--- src/hdl/isp_pkg.sv ---
`timescale 1ns / 1ps
`default_nettype none

package isp_pkg;

  localparam int unsigned STORE_DEPTH_DEF = 65536;
  localparam int unsigned FRAC_BITS_DEF   = 16;

  localparam int unsigned SAMPLE_W  = 16;
  localparam int unsigned ADDR_IN_W = 16;
  localparam int unsigned RATE_W    = 32;
  localparam int unsigned POS_W     = 48;
  localparam int unsigned VOL_W     = 16;
  localparam int unsigned LEN_CFG_W = 17;
  localparam int unsigned KIND_W    = 3;
  localparam int unsigned IN_DATA_W = 80;
  localparam int unsigned OUT_DATA_W = 32;

  localparam logic [KIND_W-1:0] KIND_WRITE = 3'd0;
  localparam logic [KIND_W-1:0] KIND_START = 3'd1;
  localparam logic [KIND_W-1:0] KIND_STOP  = 3'd2;
  localparam logic [KIND_W-1:0] KIND_RATE  = 3'd3;
  localparam logic [KIND_W-1:0] KIND_TICK  = 3'd4;

  localparam logic REG_VOLUME = 1'b0;
  localparam logic REG_LENGTH = 1'b1;

  localparam logic [VOL_W-1:0]     VOLUME_RESET = 16'h8000;
  localparam logic [LEN_CFG_W-1:0] LENGTH_RESET = '0;

  typedef enum logic [2:0] {
    OP_WRITE,
    OP_START,
    OP_STOP,
    OP_RATE,
    OP_TICK
  } isp_op_t;

  typedef struct packed {
    isp_op_t                     op;
    logic [ADDR_IN_W-1:0]        address;
    logic signed [SAMPLE_W-1:0]  left;
    logic signed [SAMPLE_W-1:0]  right;
    logic [RATE_W-1:0]           rate;
  } isp_item_t;

endpackage

`default_nettype wire

--- src/hdl/isp_front.sv ---
`timescale 1ns / 1ps
`default_nettype none

module isp_front (
  input  wire logic                           clk,
  input  wire logic                           rst,
  input  wire logic                           s_tvalid,
  output      logic                           s_tready,
  input  wire logic [isp_pkg::IN_DATA_W-1:0]  s_tdata,
  input  wire logic [isp_pkg::KIND_W-1:0]     s_tuser,
  output      logic                           q_valid,
  output      isp_pkg::isp_item_t             q_item,
  input  wire logic                           q_pop
);
  import isp_pkg::*;

  isp_item_t  entry [2];
  logic       wr_ptr;
  logic       rd_ptr;
  logic [1:0] count;

  isp_item_t  decoded;
  logic       keep;
  logic       push;

  always_comb begin
    decoded.address = s_tdata[15:0];
    decoded.left    = s_tdata[31:16];
    decoded.right   = s_tdata[47:32];
    decoded.rate    = s_tdata[79:48];
    decoded.op      = OP_TICK;
    keep            = 1'b1;
    case (s_tuser)
      KIND_WRITE: decoded.op = OP_WRITE;
      KIND_START: decoded.op = OP_START;
      KIND_STOP:  decoded.op = OP_STOP;
      KIND_RATE:  decoded.op = OP_RATE;
      KIND_TICK:  decoded.op = OP_TICK;
      // unknown kinds: take the transfer, drop the item
      default:    keep = 1'b0;
    endcase
  end

  assign s_tready = (count != 2'd2);
  assign push     = s_tvalid && s_tready && keep;
  assign q_valid  = (count != 2'd0);
  assign q_item   = entry[rd_ptr];

  always_ff @(posedge clk) begin
    if (push) begin
      entry[wr_ptr] <= decoded;
    end
    if (rst) begin
      wr_ptr <= 1'b0;
      rd_ptr <= 1'b0;
      count  <= 2'd0;
    end else begin
      if (push) begin
        wr_ptr <= ~wr_ptr;
      end
      if (q_pop) begin
        rd_ptr <= ~rd_ptr;
      end
      case ({push, q_pop})
        2'b10:   count <= count + 2'd1;
        2'b01:   count <= count - 2'd1;
        default: count <= count;
      endcase
    end
  end

endmodule

`default_nettype wire

--- config.mk ---
export PLATFORM = sky130hd
export DESIGN_NAME = isp_front
export DESIGN_NICKNAME = d
export VERILOG_FILES = /design/src/hdl/isp_pkg.sv /design/src/hdl/isp_front.sv
export SDC_FILE = /design/constraint.sdc
export NUM_CORES = 1
export LEC_CHECK = 0
export BUFFER_PORTS_ARGS = -buffer_cell sky130_fd_sc_hd__buf_2
export CAP_MARGIN = 10
export CORE_MARGIN = 5
export CORE_UTILIZATION = 40
export CTS_BUF_LIST = sky130_fd_sc_hd__clkbuf_2 sky130_fd_sc_hd__clkbuf_4 sky130_fd_sc_hd__clkbuf_8
export DETAILED_ROUTE_END_ITERATION = 10
export PLACE_DENSITY_LB_ADDON = 0.08
export SLEW_MARGIN = 20
export SYNTH_ARGS = -nofsm -noshare
export SYNTH_HDL_FRONTEND = slang
export SYNTH_SLANG_ARGS = --single-unit
export TNS_END_PERCENT = 10
--- constraint.sdc ---
create_clock -name clk -period 10.75 [get_ports clk]
set_input_delay 2.15 -clock clk [delete_from_list [all_inputs] [get_ports clk]]
set_output_delay 2.15 -clock clk [all_outputs]
set_load 0.005 [all_outputs]
Yosys cells after proc, flatten, opt, wreduce, memory -nomap -nowiden
Memory sizes are Yosys's and may differ from the RTL's. A register that Yosys moved wholly into a read port is not among the register bits.
Cells that the tools add are included.
{ "op_classes": {"add_sub_neg": 2, "n_eq_ne": 7, "n_mux": 7, "bitwise_logic": 2, "n_reduce_logical": 6} }
{ "ops": {"columns": ["op", "count"], "rows": [
  ["case mux 3 bit (4 select lines)", 1],
  ["equality test 3 x 2 -> 1 bit, second input constant", 2],
  ["two-way mux 1 bit", 5],
  ["OR reduction 5 bit", 1],
  ["case mux 2 bit (2 select lines)", 1],
  ["nonzero test 2 bit", 2],
  ["equality test 3 x 1 -> 1 bit, second input constant", 1],
  ["equality test 3 bit, second input constant", 1],
  ["zero test 3 bit", 1],
  ["adder 2 x 1 -> 2 bit, second input constant", 1],
  ["equality test 2 x 1 -> 1 bit, second input constant", 1],
  ["equality test 2 bit, second input constant", 1],
  ["logical AND 1 bit", 2],
  ["inequality test 2 bit, second input constant", 1],
  ["NOT 1 bit", 2],
  ["subtractor 2 x 1 -> 2 bit, second input constant", 1]
]} }
{ "totals": {"regBits": 4, "ram_bits": 166, "wordCells": 28, "mem_count": 1} }
{ "memory_table": {"columns": ["name", "words", "word_bits", "read_ports", "rd_clocked_by_memory_dff", "write_ports", "line_no", "source"], "rows": [
  ["entry", 2, 83, 1, 1, 1, "isp_front.sv:17", "isp_item_t entry [2];"]
]} }

Longest topological paths before layout
Gate-level depths: netlist of run 1.
{ "logic_depth": {"word_depth": 6, "mapped_depth": 6, "depth_no_buf": 6} }

Least setup slack after synthesis of run 1
Ideal clock, no wire load.
{ "synth_timing": {"path_type": "input port to flip-flop", "start": "in s_tuser[1] (netlist name)", "end": "mem entry[0][0] (netlist name), enable pin", "setup_time_ns": 0.525, "arrival_time_ns": 5.957, "t_required_ns": 10.225, "slack_ns": 4.268, "stages": 3, "path_buffers": 0, "cell_sequence": "o21ai_0 > nand3_2 > nor2_1"} }
{ "synth_between": {"elab_chain_len": 6} }
{ "synth_rtl": {"columns": ["item", "line_no", "source"], "rows": [
  ["start: declaration", "isp_front.sv:10", "input wire logic [isp_pkg::KIND_W-1:0] s_tuser,"],
  ["equality test 3 bit (tied with other cells)", "isp_front.sv:33", "case (s_tuser)"],
  ["OR reduction 5 bit (no line) *", null, null],
  ["two-way mux 1 bit *", "isp_front.sv:33", null],
  ["logical AND 1 bit *", "isp_front.sv:45", "assign push = s_tvalid && s_tready && keep;"],
  ["two-way mux 1 bit *", "isp_front.sv:50", "if (push) begin"],
  ["two-way mux 1 bit (implied by the code) *", "isp_front.sv:51", "entry[wr_ptr] <= decoded;"],
  ["end: declaration", "isp_front.sv:17", null]
]} }
Every way passes the cells marked *; elsewhere a longest branch is shown, timed or not.

==> impl_metrics.csv, run 1 <==
group,metric,value,unit
die,die_area,0.0182,mm²
timing,grt_setup_unrepaired,"false",
yosys,netlist_area,0.00623,mm²
global_route,grt_pass1_wl,17500,µm
layout,final_cell_mix,"171 x buf_2, 166 x edfxtp_1, 76 x mux2_2",
route,first_pass_iters,4,
pwr,combPwrFrac,10.8,%
worst_setup_path,arrival,2350,ps
route,antenna_left,0,
worst_setup_path,worstSetupPathType,"register to primary output",
pwr,p_int,1.09,mW
yosys,synth.distinct_cells,20,
clock_tree,clockRootBuffer,"clkbuf_8",
place,post_dp_cell_area,0.00732,mm²
yosys,seq_area_frac_synth,81.7,%
global_route,grt_overflow,0,
worst_setup_path,end_kind,"primary output",
clock_tree,ctsHoldBuffers,0,
layout,multi_input_area,0.00109,mm²
place,gp_congestion,0.718,
worst_setup_path,required,8600,ps
global_route,grt_pass1_vias,3365,
timing,fmax,0.222,GHz
layout,stdcell_count,693,
die,ios,172,
pwr,totalPowerFinal,1.40,mW
layout,n_antenna_cell,0,
route,vias,3153,
yosys,synthCells,286,
place,hpwl,7570,µm
global_route,grt_usage,12.9,%
yosys,synth-async-reset-ratio,0,%
clock_tree,clock-sinks,171,
timing,holdWs,523,ps
worst_setup_path,cp-start-kind,"register",
timing,tightest_slew,845,ps
run,drv_cap,0,
yosys,syn_avg_cell_area,21.8,µm²
yosys,syn_nets,374,
layout,seqCellArea,0.00509,mm²
global_route,grt_max_degree,62,
clock_tree,clk_pin_slew,80,ps
yosys,synth_edf_count,166,
min_path,hold_class,"register to register",
pwr,power_density,181,mW/mm²
layout,layout_commonest_cell,"buf_2",
layout,final_nets,557,
yosys,synth_top_flop_cell,"edfxtp_1",
die,rows,45,
place,io_buffers,171,
clock_tree,htreeDepth,4,
pwr,p_leak,2.84,nW
die,start_util,40.8,%
clock_tree,numCtsBuffers,17,
timing,skew,7.50,ps
yosys,yosys_warnings,0,
timing,setup-violations-final,0,
die,die_x,135,µm
timing,maxSlewViolCount,0,
place,dpl.cell_count,661,
route,viasPerCell,4.55,
timing,timing.final.crit_share,41.9,%
clock_tree,cts_tree,"built",
timing,maxSlewHeadroom,43.7,%
global_route,antenna_found_initial,1,
status,status,"finished, final reports clean",
die,core_region_area,0.0153,mm²
pwr,netSwitchingPower,310,µW
pwr,seqPwrFrac,56.9,%
pwr,clkPwrFrac,32.3,%
timing,period_needed,4500,ps
clock_tree,ctsResizeCount,0,
worst_setup_path,cp_max_fo,49,
clock_tree,clockBufferDepth,2,
route,avgRoutedWirePerCell,16.6,µm
layout,layout-drive-gt1-share,59.5,%
clock_tree,clock_latency,430,ps
timing,finalSetupTns,0,ps
layout,syn_to_final_growth,24.1,%
timing,hold_violations,0,
layout,final_area,0.00773,mm²
die,die-height,135,µm
layout,fillers,1288,
clock_tree,cts_setup_buffers,0,
yosys,ys_ff_latch,171,
pwr,irDropWorstVdd,102,µV
route,drc,0,
route,drt_iter0_markers,141,
route,wl,11500,µm
pwr,swShare,22.2,%
[path summary, 6_finish.rpt]
path	startpoint	endpoint	slack, ps	cells after the start
max	register	q_item[47]	6250	3
min	count[1]	count[1]	520	2
max reg2reg	count[0]	entry[1][36]	8250	4
min reg2reg	count[1]	count[1]	520	2
[synthesized netlist by cell type (2+ instances only)]
cell type,n,area (µm²)
dfxtp_1,5,100
edfxtp_1,166,4980
o21ai_0,2,10.0
mux2_1,7,78.8
buf_4,7,52.6
mux2_2,76,856
nor2b_1,2,12.5
nor2_1,7,26.3
buf_2,2,10.0
xnor2_1,2,17.5
[power groups by stage]
stage	sequential, mW	combinational, mW	clock, mW
after floorplan	0.808	0.0852	0
after global placement	0.809	0.154	0
after detailed placement	0.811	0.155	0
after CTS	0.796	0.156	0.465
after global routing	0.799	0.168	0.497
final	0.795	0.151	0.451
[cell families after synthesis]
family / synth area share (%)
buffers and inverters: 1.13
AOI/OAI and AO/OA: 0.241
xor gates and xnor gates: 0.422
adders and majority gates: 0.201
and+or+nand+nor: 1.09
DFF: 81.7
muxes: 15.3
[worst max-delay path, cell delays in order (launching register included)]
cell,delay (ps)
dfxtp_4,660
buf_4,630
mux2_2,410
buf_2,140
[area by class of cell]
class                      count  share of cell area, %
clock inverter                15                   2.25
inverter                       1                 0.0486
timing repair buffer         174                   11.4
sequential                   171                   65.8
tap                          211                   3.42
multi-input combinational    104                   14.1
clock buffer                  17                   3.03
[flip-flops by register name, summed over array words and instances, names as in the netlist, named ones only]
name	count
entry	166
count	2
rd_ptr	1
wr_ptr	1
[through the flow]
step	setup WS (ps)	util (%)
global route	6060	50.7
finish	6250	50.7
CTS	6170	50.7
global placement	6230	48.0
floorplan	4270	-
detailed placement	6170	48.0
[layer usage]
layer	vias to the layer above	GRT usage [%]	share of wire, %
li1	1494	-	-
met1	1533	15.6	41
met2	114	19.9	47
met3	10	6.86	10
met4	2	4.41	1.0
met5	-	0	0.11
Power figures use the tool's default switching activity.
==> inputs of run 2 (changes only) <==
- ABC_AREA: not set -> 1
- clock period: 10.75 -> 3.78 ns (I/O delays scaled with it)
==> run 2 against run 1 <==
Against the previous run:
- die area is 5.7% higher
- highest routed layer unchanged
- first-iteration DRC count rose by 52%
- global-route usage shrank 0.69 points
- critical endpoint is now q_item[1]
- sequential power rose to 2.8 times the previous value
==> impl_metrics.csv, run 2 <==
group,metric,value,unit
yosys,synth_top_area_share,75.4,%
layout,top_regs,"entry: 166 flops, count: 2 flops",
place,io_buffers,171,
clock_tree,clockBufferDepth,2,
route,wl,11700,µm
layout,syn_to_final_growth,21.8,%
layout,layout_commonest_cell,"buf_2",
route,first_pass_iters,4,
pwr,netSwitchingPower,852,µW
worst_setup_path,arrival,2000,ps
yosys,yosys_warnings,0,
yosys,synth_largest_area_cell,"edfxtp_1",
yosys,synth_top_flop_cell,"edfxtp_1",
yosys,seq_area_frac_synth,76.9,%
worst_setup_path,slowest_delay,640,ps
layout,top_register,"entry",
clock_tree,clk_pin_slew,80,ps
worst_setup_path,end_kind,"primary output",
worst_setup_path,crit_slowest_cell,"dfxtp_4",
timing,tightest_slew,714,ps
die,die-height,139,µm
layout,final_cell_mix,"171 x buf_2, 166 x edfxtp_1, 70 x mux2_4",
clock_tree,clockRootBuffer,"clkbuf_8",
layout,final_util,49.1,%
route,avgRoutedWirePerCell,16.3,µm
timing,fmax,0.363,GHz
yosys,yosysMostFrequentCell,"edfxtp_1",
place,dpl.cell_count,686,
clock_tree,ctsHoldBuffers,0,
timing,hold_violations,0,
yosys,synth_edf_count,166,
worst_setup_path,cp-start-kind,"register",
min_path,worstHoldStart,"rst",
yosys,synth.distinct_cells,19,
min_path,min_to,"rd_ptr",
run,drv_cap,0,
yosys,syn_nets,389,
die,die_area,0.0192,mm²
global_route,grt_pass1_wl,18300,µm
worst_setup_path,r2r_cells,7,
worst_setup_path,cp_max_fo,46,
route,vias,3247,
global_route,grt_pass1_vias,3535,
yosys,synthCells,301,
layout,fillers,1408,
timing,timing.final.crit_share,72.8,%
place,gp_congestion,0.725,
layout,n_antenna_cell,0,
die,die_x,139,µm
pwr,seqPwrFrac,56.5,%
timing,maxSlewViolCount,0,
place,post_dp_cell_area,0.00766,mm²
timing,holdWs,498,ps
layout,final_nets,573,
pwr,irDropWorstVdd,232,µV
place,post-place-ws,1250,ps
clock_tree,ctsResizeCount,0,
pwr,totalPowerFinal,3.95,mW
layout,final_area,0.00805,mm²
timing,setup_ws,1030,ps
pwr,p_int,3.09,mW
pwr,p_leak,3.15,nW
pwr,combPwrFrac,11.5,%
global_route,antenna_found_initial,1,
status,status,"finished, final reports clean",
pwr,clkPwrFrac,32.0,%
yosys,netlist_area,0.00661,mm²
timing,period_needed,2750,ps
yosys,syn_avg_cell_area,22.0,µm²
die,ios,172,
timing,finalSetupTns,0,ps
worst_setup_path,r2r_setup_slack,1740,ps
pwr,swShare,21.6,%
die,start_util,40.3,%
route,drt_iter0_markers,214,
die,core_region_area,0.0164,mm²
layout,stdcell_count,718,
worst_setup_path,required,3020,ps
global_route,grt_usage,12.2,%
min_path,worstHoldPathCells,2,
yosys,ys_ff_latch,171,
route,drc,0,
clock_tree,clock_latency,430,ps
worst_setup_path,crit_chain,"buf_12, mux2_2, buf_2",
timing,maxSlewHeadroom,52.3,%
yosys,synthTopCellsByCount,"166 x edfxtp_1, 70 x mux2_4, 13 x mux2_2",
clock_tree,clock-sinks,171,
pwr,power_density,490,mW/mm²
global_route,grt_overflow,0,
yosys,synth_area_leaders,"edfxtp_1 75%, mux2_4 16%, mux2_2 2.2%",
timing,setup-violations-final,0,
layout,layout-drive-gt1-share,57.8,%
global_route,grt_max_degree,69,
route,antenna_left,0,
clock_tree,cts_setup_buffers,0,
timing,skew,11.7,ps
min_path,hold_class,"input pin to register",
route,viasPerCell,4.52,
worst_setup_path,worstSetupPathType,"register to primary output",
yosys,synth-async-reset-ratio,0,%
place,hpwl,7760,µm
die,rows,47,
clock_tree,cts_tree,"built",
worst_setup_path,r2r-end,"entry[0][27]",
layout,largest_reg_flops,166,
timing,grt_setup_unrepaired,"false",
worst_setup_path,reg2reg_from,"count[0]",
clock_tree,htreeDepth,4,
clock_tree,numCtsBuffers,17,
## run 2: logic make-up after synthesis
logic type | share of synthesized area, %
flops | 76.9
mux | 18.1
compound gates | 0.398
simple gates | 1.29
xor+xnor | 0.133
buf+inv | 2.93
fa+ha+maj | 0.189
## run 2: worst max-delay path by stage
stage	endpoint	slack, ps
global route	q_item[0]	880
CTS	q_item[1]	940
global placement	entry[1][78]	1270
finish	q_item[1]	1030
detailed placement	entry[1][78]	1250
floorplan	entry[0][0]	160
## run 2: per-layer routing
metal  wire length, µm  vias up  track usage (%)
met1              4780     1586             14.1
met2              5850      108             20.5
met5                13        -                0
li1                  -     1534                -
met4               204        2             4.84
met3               841       17             5.00
## run 2: power by group through the flow
| stage | Combinational (mW) | Sequential, mW | Clock (mW) |
|---|---|---|---|
| 6_report | 0.455 | 2.23 | 1.26 |
| 5_1_grt | 0.496 | 2.24 | 1.39 |
| 4_1_cts | 0.468 | 2.23 | 1.31 |
| 3_5_place_dp | 0.467 | 2.27 | 0 |
| 3_3_place_gp | 0.466 | 2.27 | 0 |
| 2_1_floorplan | 0.302 | 2.26 | 0 |
## run 2: area by class of cell
| cell class | count | area, µm² | area share (%) |
|---|---|---|---|
| Clock buffer | 18 | 241 | 3.00 |
| Clock inverter | 14 | 151 | 1.88 |
| Inverter | 9 | 35.0 | 0.435 |
| Multi-Input combinational cell | 111 | 1340 | 16.6 |
| Sequential cell | 171 | 5090 | 63.2 |
| Tap cell | 220 | 275 | 3.42 |
| Timing Repair Buffer | 175 | 923 | 11.5 |
## run 2: critical path: cells and delay by family, from the launching register on
| family | cells | cell delay, ps |
|---|---|---|
| muxes | 1 | 370 |
| buffers and inverters | 2 | 510 |
| DFF | 1 | 640 |
==> inputs of run 3 (changes only) <==
- clock period: 3.78 -> 2.4 ns (I/O delays scaled with it)
==> run 3 against run 2 <==
Against the previous run:
- utilization up 0.41 points
- critical path type unchanged
- combinational power up 64%
- design area up 0.84%
- sequential share of layout area down 0.53 points
- routed wire length up 1.7%
- non-clock buffer count up 4
- sequential power up 57%
==> impl_metrics.csv, run 3 (same netlist as run 2, synthesis figures left out) <==
group,metric,value,unit
clock_tree,cts_tree,"built",
pwr,p_leak,3.17,nW
route,avgRoutedWirePerCell,16.4,µm
place,dpl.cell_count,690,
global_route,antenna_found_initial,1,
route,drt_iter0_markers,149,
worst_setup_path,r2r-end,"entry[0][71]",
route,wl,11900,µm
layout,syn_to_final_growth,22.9,%
die,die_x,139,µm
timing,setup_ws,120,ps
die,core_region_area,0.0164,mm²
timing,skew,7.93,ps
place,hpwl,8070,µm
layout,layout-drive-gt1-share,59.0,%
global_route,grt_pass1_wl,18400,µm
layout,largest_reg_flops,166,
layout,layout_commonest_cell,"buf_2",
die,start_util,40.3,%
pwr,irDropWorstVdd,348,µV
die,die-height,139,µm
layout,final_nets,577,
worst_setup_path,cp_max_fo,27,
clock_tree,clockBufferDepth,2,
layout,top_regs,"entry: 166 flops, count: 2 flops",
clock_tree,cts_setup_buffers,0,
timing,maxSlewViolCount,0,
die,die_area,0.0192,mm²
worst_setup_path,reg2reg_from,"count[0]",
clock_tree,clock_latency,430,ps
global_route,grt_usage,12.4,%
worst_setup_path,end_kind,"primary output",
die,rows,47,
timing,timing.final.crit_share,95.0,%
clock_tree,clk_pin_slew,80,ps
clock_tree,numCtsBuffers,17,
place,gp_congestion,0.722,
clock_tree,clockRootBuffer,"clkbuf_8",
worst_setup_path,cp-start-kind,"register",
timing,tightest_slew,397,ps
global_route,grt_max_degree,46,
worst_setup_path,r2r_cells,7,
timing,maxSlewHeadroom,73.5,%
run,drv_cap,0,
global_route,grt_overflow,0,
clock_tree,htreeDepth,4,
clock_tree,clock-sinks,171,
timing,grt_setup_unrepaired,"false",
timing,fmax,0.439,GHz
layout,stdcell_count,724,
pwr,power_density,758,mW/mm²
route,antenna_left,0,
min_path,worstHoldPathCells,2,
place,post-place-ws,550,ps
timing,hold_violations,0,
pwr,totalPowerFinal,6.16,mW
layout,top_register,"entry",
timing,setup-violations-final,0,
worst_setup_path,arrival,1800,ps
place,io_buffers,171,
worst_setup_path,worstSetupPathType,"register to primary output",
route,viasPerCell,4.45,
min_path,worstHoldStart,"rst",
route,drc,0,
timing,period_needed,2280,ps
layout,final_cell_mix,"171 x buf_2, 166 x edfxtp_1, 70 x mux2_4",
die,ios,172,
worst_setup_path,required,1920,ps
status,status,"finished, final reports clean",
route,first_pass_iters,4,
global_route,grt_pass1_vias,3533,
route,vias,3224,
worst_setup_path,r2r_setup_slack,740,ps
min_path,hold_class,"input pin to register",
clock_tree,ctsHoldBuffers,0,
clock_tree,ctsResizeCount,0,
[run 3: layout make-up]
cell class	count	area (µm²)
Clock inverter	13	126
Sequential cell	171	5090
Timing Repair Buffer	179	991
Fill cell	1417	8290
Antenna cell	2	5.00
Multi-Input combinational cell	111	1350
Inverter	9	37.5
Tap cell	220	275
Clock buffer	19	249
[run 3: power breakdown]
group | switching (mW) | leakage, nW | total [mW] | internal, mW
clock | 0.969 | 0.187 | 1.90 | 0.935
combinational | 0.329 | 1.41 | 0.745 | 0.416
sequential | 0.0575 | 1.57 | 3.51 | 3.45
total | 1.36 | 3.17 | 6.16 | 4.80
[run 3: worst max path at each step]
stage | to | slack [ps] | cells past startpoint
global placement | q_item[68] | 560 | 3
CTS | q_item[68] | 40 | 3
global route | q_item[71] | 4 | 3
detailed placement | q_item[68] | 550 | 3
floorplan | entry[0][0] | -20 | 5
finish | q_item[71] | 120 | 3
[run 3: stage by stage]
stage / instance area (µm²) / utilization [%] / hold slack [ps] / TNS (ps)
after floorplan: 6630 / - / 480 / -1590
after global placement: 7740 / 47.2 / 495 / 0
after detailed placement: 7740 / 47.2 / 498 / 0
after CTS: 8120 / 49.5 / 175 / 0
after global routing: 8120 / 49.5 / 176 / 0
final: 8120 / 49.5 / 223 / 0
[run 3: worst max-delay path, cell delays in order (launching register included)]
cell     delay [ps]
dfxtp_4         610
buf_12          280
mux2_4          330
buf_2           130
[run 3: layer usage]
layer | vias to the layer above | track usage [%] | part of all wire, % | wire (µm)
met4 | 2 | 4.21 | 0.96 | 114
met1 | 1554 | 14.8 | 42 | 4950
met3 | 14 | 5.93 | 8.1 | 967
met5 | - | 0 | 0.11 | 13
li1 | 1541 | - | - | -
met2 | 113 | 19.9 | 49 | 5830
